[src/design/avsg_pkg.sv]
`timescale 1ns / 1ps
`default_nettype none
// ----------------------------------------------------------------------------
// avsg_pkg: shared types and constants of the audio/video sync gate
// Queue geometry, field widths, event and command codes, sequencer states.
// ----------------------------------------------------------------------------
package avsg_pkg;

    localparam int QUEUE_DEPTH = 32;
    localparam int ADDR_W      = (QUEUE_DEPTH > 1) ? $clog2(QUEUE_DEPTH) : 1;
    localparam int CNT_W       = $clog2(QUEUE_DEPTH + 1);

    localparam int STAMP_W  = 64;
    localparam int HANDLE_W = 32;
    localparam int BYTES_W  = 20;
    localparam int EVENT_W  = 2;
    localparam int FIELD_W  = STAMP_W + HANDLE_W + BYTES_W;
    localparam int DATA_W   = ((FIELD_W + 7) / 8) * 8;
    localparam int OUSER_W  = EVENT_W + 1;

    localparam logic CMD_VIDEO = 1'b0;
    localparam logic CMD_AUDIO = 1'b1;

    localparam logic CFG_VIDEO_EN = 1'b0;
    localparam logic CFG_AUDIO_EN = 1'b1;

    typedef enum logic [EVENT_W-1:0] {
        EV_VIDEO = 2'd0,
        EV_AUDIO = 2'd1,
        EV_DROP  = 2'd2
    } t_event;

    typedef struct packed {
        logic signed [STAMP_W-1:0] stamp;
        logic [HANDLE_W-1:0]       handle;
        logic [BYTES_W-1:0]        bytes;
    } t_entry;

    typedef struct packed {
        logic              en;
        logic [ADDR_W-1:0] addr;
        t_entry            data;
    } t_q_wr;

    typedef enum logic [2:0] {
        ST_IDLE,
        ST_CHECK,
        ST_DRAIN_RD,
        ST_DRAIN_OUT,
        ST_ACT,
        ST_VIDEO_EMIT
    } t_state;

endpackage
`default_nettype wire

[src/design/avsg_stamp_cmp.sv]
`timescale 1ns / 1ps
`default_nettype none
// ----------------------------------------------------------------------------
// avsg_stamp_cmp: shared timestamp comparator
// Signed greater-than of two 64-bit presentation timestamps.
// ----------------------------------------------------------------------------
module avsg_stamp_cmp (
    input  wire logic signed [avsg_pkg::STAMP_W-1:0] i_a,
    input  wire logic signed [avsg_pkg::STAMP_W-1:0] i_b,
    output logic                                     o_gt
);
    import avsg_pkg::*;

    assign o_gt = (i_a > i_b);

endmodule
`default_nettype wire

[src/design/avsg_queue.sv]
`timescale 1ns / 1ps
`default_nettype none
// ----------------------------------------------------------------------------
// avsg_queue: audio descriptor ring storage
// One write port and one read port with registered read data.
// ----------------------------------------------------------------------------
module avsg_queue (
    input  wire logic                          i_clk,
    input  wire avsg_pkg::t_q_wr               i_wr,
    input  wire logic [avsg_pkg::ADDR_W-1:0]   i_rd_addr,
    output avsg_pkg::t_entry                   o_rd_data
);
    import avsg_pkg::*;

    t_entry r_mem [QUEUE_DEPTH];
    t_entry r_rd_data;

    always_ff @(posedge i_clk) begin
        if (i_wr.en) begin
            r_mem[i_wr.addr] <= i_wr.data;
        end
    end

    always_ff @(posedge i_clk) begin
        r_rd_data <= r_mem[i_rd_addr];
    end

    assign o_rd_data = r_rd_data;

endmodule
`default_nettype wire

[src/design/audio_video_sync_gate.sv]
`timescale 1ns / 1ps
`default_nettype none
// ----------------------------------------------------------------------------
// audio_video_sync_gate: hold audio descriptors until video catches up
// Forwards video descriptors and releases queued audio in arrival order.
// ----------------------------------------------------------------------------
// One descriptor at a time. An item that produces no release passes through
// accept, drain check and decision; a video item adds a result load after the
// decision (ST_VIDEO_EMIT); each queued audio entry released adds a queue
// read, then compare and output load, since the release loop reads the ring
// at its head with registered read data and runs every decision through a
// single signed 64-bit timestamp comparator. Output stalls hold every step
// that loads a result. A zero byte count is accepted and dropped silently.
// The ring holds QUEUE_DEPTH audio descriptors; audio arriving at a full ring
// is reported as dropped. tlast marks the final result of each input item.
// ----------------------------------------------------------------------------
module audio_video_sync_gate (
    input  wire logic                          i_clk,
    input  wire logic                          i_rst_n,
    // configuration
    input  wire logic                          i_cfg_wr_en,
    input  wire logic                          i_cfg_index,
    input  wire logic                          i_cfg_data,
    // input descriptors
    input  wire logic                          s_axis_tvalid,
    output logic                               s_axis_tready,
    // [63:0] stamp, [95:64] handle, [115:96] byte_count, [119:116] zero
    input  wire logic [avsg_pkg::DATA_W-1:0]   s_axis_tdata,
    // [0] command
    input  wire logic                          s_axis_tuser,
    // results
    output logic                               m_axis_tvalid,
    input  wire logic                          m_axis_tready,
    // [63:0] out_stamp, [95:64] out_handle, [115:96] out_bytes, [119:116] zero
    output logic [avsg_pkg::DATA_W-1:0]        m_axis_tdata,
    // [1:0] event_res, [2] uploaded
    output logic [avsg_pkg::OUSER_W-1:0]       m_axis_tuser,
    output logic                               m_axis_tlast
);
    import avsg_pkg::*;

    t_state                 r_state, n_state;
    logic                   r_post, n_post;
    logic                   r_cmd, n_cmd;
    t_entry                 r_item, n_item;
    logic [ADDR_W-1:0]      r_head, n_head;
    logic [CNT_W-1:0]       r_fill, n_fill;
    logic                   r_started, n_started;
    logic signed [STAMP_W-1:0] r_lvs, n_lvs;
    logic signed [STAMP_W-1:0] r_las, n_las;
    logic                   r_video_en;
    logic                   r_audio_en;

    logic                   r_m_valid;
    t_entry                 r_m_data;
    t_event                 r_m_event;
    logic                   r_m_up;
    logic                   r_m_last;

    logic                   w_load;
    t_event                 w_ev;
    t_entry                 w_res;
    logic                   w_up;
    logic                   w_last;

    t_q_wr                  w_qwr;
    t_entry                 w_rd;
    logic signed [STAMP_W-1:0] w_cmp_a;
    logic                   w_gt;
    logic                   w_out_free;
    logic [CNT_W-1:0]       w_fill_dec;
    logic                   w_more;
    logic [ADDR_W:0]        w_wsum;
    logic [ADDR_W-1:0]      w_wpos;
    logic [ADDR_W-1:0]      w_head_inc;
    t_entry                 w_in;

    assign w_in.stamp  = s_axis_tdata[STAMP_W-1:0];
    assign w_in.handle = s_axis_tdata[STAMP_W+HANDLE_W-1:STAMP_W];
    assign w_in.bytes  = s_axis_tdata[FIELD_W-1:STAMP_W+HANDLE_W];

    avsg_queue u_queue (
        .i_clk     (i_clk),
        .i_wr      (w_qwr),
        .i_rd_addr (r_head),
        .o_rd_data (w_rd)
    );

    // the released entry is compared while draining, the last audio stamp otherwise
    assign w_cmp_a = (r_state == ST_DRAIN_OUT) ? w_rd.stamp : r_las;

    avsg_stamp_cmp u_cmp (
        .i_a  (w_cmp_a),
        .i_b  (r_lvs),
        .o_gt (w_gt)
    );

    assign w_out_free = !r_m_valid || m_axis_tready;
    assign w_fill_dec = r_fill - CNT_W'(1);
    assign w_more     = (w_fill_dec != '0) && !w_gt;
    assign w_wsum     = {1'b0, r_head} + (ADDR_W+1)'(r_fill);
    assign w_wpos     = (w_wsum >= (ADDR_W+1)'(QUEUE_DEPTH))
                        ? w_wsum[ADDR_W-1:0] - ADDR_W'(QUEUE_DEPTH)
                        : w_wsum[ADDR_W-1:0];
    assign w_head_inc = (r_head == ADDR_W'(QUEUE_DEPTH - 1)) ? '0 : r_head + ADDR_W'(1);

    assign s_axis_tready = (r_state == ST_IDLE);

    always_ff @(posedge i_clk) begin
        if (!i_rst_n) begin
            r_state <= ST_IDLE;
        end else begin
            r_state <= n_state;
        end
    end

    always_comb begin
        n_state   = r_state;
        n_post    = r_post;
        n_cmd     = r_cmd;
        n_item    = r_item;
        n_head    = r_head;
        n_fill    = r_fill;
        n_started = r_started;
        n_lvs     = r_lvs;
        n_las     = r_las;
        w_load    = 1'b0;
        w_ev      = EV_VIDEO;
        w_res     = r_item;
        w_up      = 1'b0;
        w_last    = 1'b0;
        w_qwr     = '0;

        unique case (r_state)
            ST_IDLE: begin
                if (s_axis_tvalid) begin
                    n_item = w_in;
                    n_cmd  = s_axis_tuser;
                    if (w_in.bytes != '0) begin
                        n_state = ST_CHECK;
                    end
                end
            end
            ST_CHECK: begin
                if (r_started && (r_fill != '0) && !w_gt) begin
                    n_post  = 1'b0;
                    n_state = ST_DRAIN_RD;
                end else begin
                    n_state = ST_ACT;
                end
            end
            ST_DRAIN_RD: begin
                n_state = ST_DRAIN_OUT;
            end
            ST_DRAIN_OUT: begin
                if (w_out_free) begin
                    w_load = 1'b1;
                    w_ev   = EV_AUDIO;
                    w_res  = w_rd;
                    w_up   = r_audio_en;
                    // look ahead: is this the final result of the item
                    if (r_post) begin
                        w_last = !w_more;
                    end else if (r_cmd == CMD_VIDEO) begin
                        w_last = 1'b0;
                    end else begin
                        w_last = !w_more && (w_fill_dec != '0);
                    end
                    n_las  = w_rd.stamp;
                    n_head = w_head_inc;
                    n_fill = w_fill_dec;
                    if (w_more) begin
                        n_state = ST_DRAIN_RD;
                    end else if (r_post) begin
                        n_state = ST_IDLE;
                    end else begin
                        n_state = ST_ACT;
                    end
                end
            end
            ST_ACT: begin
                if (r_cmd == CMD_VIDEO) begin
                    n_lvs     = r_item.stamp;
                    n_started = 1'b1;
                    n_state   = ST_VIDEO_EMIT;
                end else if (r_started && (r_fill == '0)) begin
                    if (w_out_free) begin
                        w_load  = 1'b1;
                        w_ev    = EV_AUDIO;
                        w_up    = r_audio_en;
                        w_last  = 1'b1;
                        n_las   = r_item.stamp;
                        n_state = ST_IDLE;
                    end
                end else if (r_fill == CNT_W'(QUEUE_DEPTH)) begin
                    if (w_out_free) begin
                        w_load  = 1'b1;
                        w_ev    = EV_DROP;
                        w_last  = 1'b1;
                        n_state = ST_IDLE;
                    end
                end else begin
                    w_qwr.en   = 1'b1;
                    w_qwr.addr = w_wpos;
                    w_qwr.data = r_item;
                    n_fill     = r_fill + CNT_W'(1);
                    n_state    = ST_IDLE;
                end
            end
            ST_VIDEO_EMIT: begin
                if (w_out_free) begin
                    w_load = 1'b1;
                    w_ev   = EV_VIDEO;
                    w_up   = r_video_en;
                    w_last = !((r_fill != '0) && !w_gt);
                    if ((r_fill != '0) && !w_gt) begin
                        n_post  = 1'b1;
                        n_state = ST_DRAIN_RD;
                    end else begin
                        n_state = ST_IDLE;
                    end
                end
            end
            default: begin
                n_state = ST_IDLE;
            end
        endcase
    end

    always_ff @(posedge i_clk) begin
        if (!i_rst_n) begin
            r_head    <= '0;
            r_fill    <= '0;
            r_started <= 1'b0;
            r_lvs     <= '0;
            r_las     <= '0;
            r_post    <= 1'b0;
        end else begin
            r_head    <= n_head;
            r_fill    <= n_fill;
            r_started <= n_started;
            r_lvs     <= n_lvs;
            r_las     <= n_las;
            r_post    <= n_post;
        end
    end

    always_ff @(posedge i_clk) begin
        r_item <= n_item;
        r_cmd  <= n_cmd;
    end

    always_ff @(posedge i_clk) begin
        if (!i_rst_n) begin
            r_video_en <= 1'b0;
            r_audio_en <= 1'b0;
        end else if (i_cfg_wr_en) begin
            if (i_cfg_index == CFG_VIDEO_EN) begin
                r_video_en <= i_cfg_data;
            end else begin
                r_audio_en <= i_cfg_data;
            end
        end
    end

    // output register: load a result, or drop the valid once taken
    always_ff @(posedge i_clk) begin
        if (!i_rst_n) begin
            r_m_valid <= 1'b0;
        end else if (w_load) begin
            r_m_valid <= 1'b1;
        end else if (m_axis_tready) begin
            r_m_valid <= 1'b0;
        end
    end

    always_ff @(posedge i_clk) begin
        if (w_load) begin
            r_m_data  <= w_res;
            r_m_event <= w_ev;
            r_m_up    <= w_up;
            r_m_last  <= w_last;
        end
    end

    assign m_axis_tvalid = r_m_valid;
    assign m_axis_tdata  = {(DATA_W - FIELD_W)'(0), r_m_data.bytes, r_m_data.handle,
                            r_m_data.stamp};
    assign m_axis_tuser  = {r_m_up, r_m_event};
    assign m_axis_tlast  = r_m_last;

    a_fill_bound: assert property (@(posedge i_clk) disable iff (!i_rst_n)
        r_fill <= CNT_W'(QUEUE_DEPTH))
        else $error("queue fill count beyond depth");

    a_drain_nonempty: assert property (@(posedge i_clk) disable iff (!i_rst_n)
        (r_state == ST_DRAIN_RD) |-> (r_fill != '0) && r_started)
        else $error("release from empty queue or before video");

    a_started_sticky: assert property (@(posedge i_clk) disable iff (!i_rst_n)
        r_started |=> r_started)
        else $error("video started flag cleared");

    a_no_overwrite: assert property (@(posedge i_clk) disable iff (!i_rst_n)
        w_load |-> w_out_free)
        else $error("result loaded over a pending transaction");

endmodule
`default_nettype wire
[config.mk]
export PLATFORM = sky130hd
export DESIGN_NAME = audio_video_sync_gate
export DESIGN_NICKNAME = d
export VERILOG_FILES = /design/src/design/avsg_pkg.sv /design/src/design/avsg_stamp_cmp.sv /design/src/design/avsg_queue.sv /design/src/design/audio_video_sync_gate.sv
export SDC_FILE = /design/constraint.sdc
export NUM_CORES = 2
export LEC_CHECK = 0
export BUFFER_PORTS_ARGS = -buffer_cell sky130_fd_sc_hd__buf_2
export CORE_MARGIN = 2
export CORE_UTILIZATION = 48
export CTS_CLUSTER_DIAMETER = 30
export DETAILED_ROUTE_END_ITERATION = 7
export GPL_TIMING_DRIVEN = 0
export SYNTH_ARGS = -nofsm -noshare
export SYNTH_HDL_FRONTEND = slang
export SYNTH_HIERARCHICAL = 1
export SYNTH_SLANG_ARGS = --single-unit
export TNS_END_PERCENT = 5
[constraint.sdc]
create_clock -name i_clk -period 9 [get_ports i_clk]
set_input_delay 1.8 -clock i_clk [delete_from_list [all_inputs] [get_ports i_clk]]
set_output_delay 1.8 -clock i_clk [all_outputs]
set_load 0.005 [all_outputs]
Word level (Yosys, flattened, before mapping)
Memories as Yosys holds them, arrays and structs flattened. A register that Yosys moved wholly into a read port is not among the register bits. Index checks and enable logic that the tools add are counted.

Bits in registers: 384. Bits in writable memories: 3712. Output and inout port bits: 126. Logic and storage cells: 135. Memories: 1.

Add/sub/neg operators: 4. $lt $le $gt $ge: 1. Eq/ne operators: 18. Muxes and demuxes: 60. Bitwise gates (word level): 2. Reduce and logical (&&, ||, !) cells: 29.

Memories: u_queue.r_mem (depth 32, width 116, read ports 1, clocked after memory_dff 1, wr ports 1, RTL line avsg_queue.sv:15) `t_entry r_mem [QUEUE_DEPTH];`.

Operators by type and width (number): $mux W122 (4); $mux W64 (5); $mux W116 (2); $pmux W64 S2 (1); $gt A64 B64 Y1 (1); $mux W3 (11); $mux W6 (4); $mux W1 (20); $ne A2 B2 Y1 const B (10); $reduce_bool A20 Y1 (1); $pmux W3 S6 (1); $pmux W6 S2 (1); $reduce_bool A6 Y1 (2); $mux W2 (5); $reduce_and A2 Y1 (5); $reduce_and A5 Y1 (2); $reduce_and A4 Y1 (2); $add A6 B1 Y6 const B (1); $eq A3 B2 Y1 const B (2); $eq A3 B3 Y1 const B (2); $eq A6 B6 Y1 const B (1); $logic_and A1 B1 Y1 (6); $logic_not A6 Y1 (1); $pmux W1 S3 (2); 15 further kinds (22).

Depth between registers and ports, before layout
Depth in word-level cells: 11. Mapped depth: 18. Mapped depth without buffers: 16.

By module
Netlist, hierarchy kept.

Modules (own cells, without submodules): avsg_queue (instances 1, cells each 6754, area each 143086.0 µm²); audio_video_sync_gate (instances 1, cells each 1780, area each 16848.7 µm²); avsg_stamp_cmp (instances 1, cells each 235, area each 1626.6 µm²).

Least setup slack after synthesis
OpenSTA, ideal clock, no wires.

Path kind: reg2reg. Start: register r_fill[1]. End: memory u_queue/r_mem[28][0] (netlist name), enable pin. Library setup time: 0.593 ns. Data arrival time: 7.275 ns. Required time: 8.407 ns. Slack: 1.132 ns. Cell stages (with the launch flop): 13. Period minus slack after synthesis: 7.868 ns. Cells stage by stage: dfxtp_1 -> inv_1 -> ha_1 -> nor4b_4 -> nand2_1 -> nand3_1 -> inv_1 -> clkbuf_1 -> clkbuf_1 -> and2_1 -> or3b_2 -> clkbuf_1 -> nor2_1.

RTL lines: start, declared (RTL line audio_video_sync_gate.sv:47) `logic [CNT_W-1:0] r_fill, n_fill;`; start signal, assigned (RTL line audio_video_sync_gate.sv:240) `r_fill <= n_fill;`; end, declared (RTL line avsg_queue.sv:15).

==> impl_metrics.json <==
{
  "holdCritPathClass": "reg2reg",
  "max_slew.worst_pin.slew_ns": 1.56,
  "drt-initial-drc-count": 14000,
  "dp_hpwl_um": 359000,
  "final_max_slew_viol_count": 151,
  "synth-edff-count": 3949,
  "drc": 0,
  "ctsResizeCount": 0,
  "ys_warn_count": 6,
  "gp_congestion": 0.896,
  "grt_pass1_vias": 93000,
  "p_leak_nw": 68.1,
  "htreeDepth": 6,
  "outcome": "complete, but fails checks",
  "routedWlPerCell_um": 35.3,
  "max-slew-margin-rel_pct": -3.71,
  "postRouteAntennaNets": 0,
  "grt.overflow.total": 0,
  "post-route-period-util_pct": 71.6,
  "multiInputGateArea_sq_um": 35300,
  "clock-sinks": 4212,
  "setup.worst_path.end_class": "flip-flop",
  "synth_xor_area_share_pct": 0.0542,
  "io_pins": 254,
  "place_ws_ns": 2.95,
  "synthSimpleGateAreaFrac_pct": 4.00,
  "syn-cell-area_sq_um": 162000,
  "die_y_um": 584,
  "worstSetupPathType": "reg2reg",
  "worst_slack_ns": 2.55,
  "clk_pin_slew_ns": 0.05,
  "path_cells": "inv_1 -> ha_1 -> nor4b_4 -> nand2_1 -> nand3_1 -> inv_1 -> clkbuf_1 -> clkbuf_1 -> and2_1 -> nand3b_1 -> nor2_4 -> buf_16 -> buf_12 -> buf_12 -> buf_16",
  "root_buffer": "clkbuf_16",
  "ctsHoldBuffers": 0,
  "clk_path_buf_depth": 4,
  "rows": 213,
  "port_buffers": 244,
  "synth_top_family_by_area": "multiplexers",
  "synth_compound_area_share_pct": 4.81,
  "startpoint_type": "flip-flop",
  "synth_fa_ha_area_share_pct": 0.585,
  "drt_wl_total_um": 537000,
  "grt_max_degree": 40,
  "start_util_pct": 48.1,
  "ys_seq_elements": 4212,
  "power_density_nw_per_um2": 260,
  "slowest_delay_ns": 1.03,
  "grt_usage_pct": 31.0,
  "required_ns": 9.76,
  "rsz0062_at_grt": "no",
  "violations": "max-capacitance violations, max-slew violations",
  "cp_max_fo": 18,
  "cts_buffers": 798,
  "ys.flop_type": "edfxtp_1",
  "hold_violations": 0,
  "seq_area_frac_synth_pct": 76.7,
  "synth_area_per_cell_sq_um": 18.4,
  "arrival_ns": 7.20,
  "clkLatencyLatePin_ns": 1.08,
  "setup_tns_ns": 0,
  "drtPass1Iterations": 6,
  "cts_setup_buffers": 0,
  "vias_per_cell": 6.22,
  "synth.area.mux_share_pct": 12.2,
  "antenna_found_initial": 54,
  "post_route_cells_drive_above_1_share_pct": 23.7,
  "synthCells": 8769,
  "clock_skew_ns": 0.0695,
  "synthToLayoutAreaGrowth_pct": 24.6,
  "dr_total_vias": 94600,
  "async_reset_ff_share_pct": 0,
  "die_width_um": 584,
  "grt_pass1_wl_um": 729000,
  "maxCapViolCount": 8,
  "cts_tree": "built",
  "setup_viol": 0,
  "layout.nets": 10300,
  "regArea_sq_um": 124000,
  "slowest_stage": "nor2_4",
  "fin_crit_ns": 6.45,
  "nFillCells": 24400,
  "core_area_sq_um": 336000,
  "peakVddDrop_mv": 0.197,
  "fmax_ghz": 0.155,
  "synth.distinct_cells": 67,
  "fp.dieArea_sq_um": 341000
}
[Yosys cell counts (21+ instances only)]
library cell,n,area share (%)
a21boi_0,70,0.33
a21oi_1,53,0.16
a22o_1,68,0.37
a22oi_1,614,2.9
a31oi_1,70,0.27
and2_1,134,0.52
buf_1,33,0.077
buf_2,140,0.43
buf_4,56,0.26
clkbuf_1,271,0.63
dfxtp_1,263,3.3
edfxtp_1,3949,73
ha_1,74,0.57
inv_1,73,0.17
mux2i_1,932,5.8
mux4_2,464,6.5
nand2_1,718,1.7
nand3_1,246,0.76
nand4_1,65,0.25
nor2_1,194,0.45
nor2b_1,21,0.081
o211a_1,64,0.40
o21ai_0,48,0.15
o21ai_1,32,0.099
[per-stage QoR]
stage	cell area [sq um]	utilization (%)	cells	hold slack, ns	total power, mW
2_1_floorplan	162000	-	8772	0.443	22.2
3_3_place_gp	168000	50.1	13400	0.452	22.6
3_5_place_dp	174000	51.7	13700	0.459	22.6
4_1_cts	201000	59.9	15200	0.464	52.5
5_1_grt	201000	59.9	15200	0.480	53.5
6_report	201000	59.9	15200	0.464	52.3
[path summary, 6_finish.rpt]
kind                          endpoint  startpoint  slack [ns]  depth (start not counted)
setup / recovery  u_queue/r_mem[13][7]   r_fill[1]        2.55                         15
hold / removal               r_lvs[21]   r_lvs[21]        0.46                          2
setup reg to reg  u_queue/r_mem[13][7]   r_fill[1]        2.55                         15
hold reg to reg              r_lvs[21]   r_lvs[21]        0.46                          2
[metal layers]
metal / GRT usage, % / part of all wire [%]
met1: 41.9 / 38
met2: 46.8 / 45
met3: 8.21 / 12
met4: 14.9 / 5.2
met5: 0 / 0.029
[logic make-up after synthesis]
group / count (synthesis)
fa+ha+maj: 75
simple gates: 1437
buf+inv: 585
flops: 4212
other cells: 1
compound gates: 1053
mux: 1396
xor+xnor: 10
[state kept, by name (all words and copies together), names as in the netlist, 2 cells and up]
register           flops
u_queue/o_rd_data    116
u_queue/r_mem       3712
r_lvs                 64
r_fill                 6
r_m_event              2
r_las                 64
m_axis_tdata         116
r_head                 5
r_state                3
r_item               116
[power by group]
group | internal (mW) | switching [mW] | leakage, nW
clock network | 19.7 | 10.4 | 13.2
logic | 0.188 | 0.512 | 14.6
registers | 21.4 | 0.164 | 40.4
[cell usage in the layout, fill, tap and decap left out, drive strengths merged, types with 6 or more instances in the layout]
master,netlist,final
a21boi,70,70
a21oi,53,53
a22o,68,68
a22oi,614,614
a31oi,70,70
and2,134,134
buf,240,716
bufinv,0,103
clkbuf,272,1191
clkinv,0,301
clkinvlp,0,102
dfxtp,263,263
diode,0,43
edfxtp,3949,3949
ha,74,74
inv,73,150
mux2i,932,932
mux4,464,464
nand2,718,718
nand3,246,246
nand3b,7,7
nand4,66,66
nor2,194,194
nor2b,21,21
nor3,18,18
nor4,7,7
o211a,64,64
o21ai,80,80
xnor2,6,6
[worst max-delay path: cells and delay by family (launching register included)]
family	cells	cell delay, ns
buf+inv	8	2.61
fa+ha+maj	1	0.23
flops	1	0.61
simple gates	6	2.60
[cell type report]
cell class / instances / area share (%)
Inverter: 73 / 0.136
Tap cell: 4407 / 2.74
Antenna cell: 43 / 0.0535
Clock buffer: 918 / 10.4
Multi-Input combinational cell: 3975 / 17.6
Buffer: 512 / 1.20
Clock inverter: 583 / 3.35
Timing Repair Buffer: 477 / 3.05
Sequential cell: 4212 / 61.5
(Power assumes the default switching activity.)
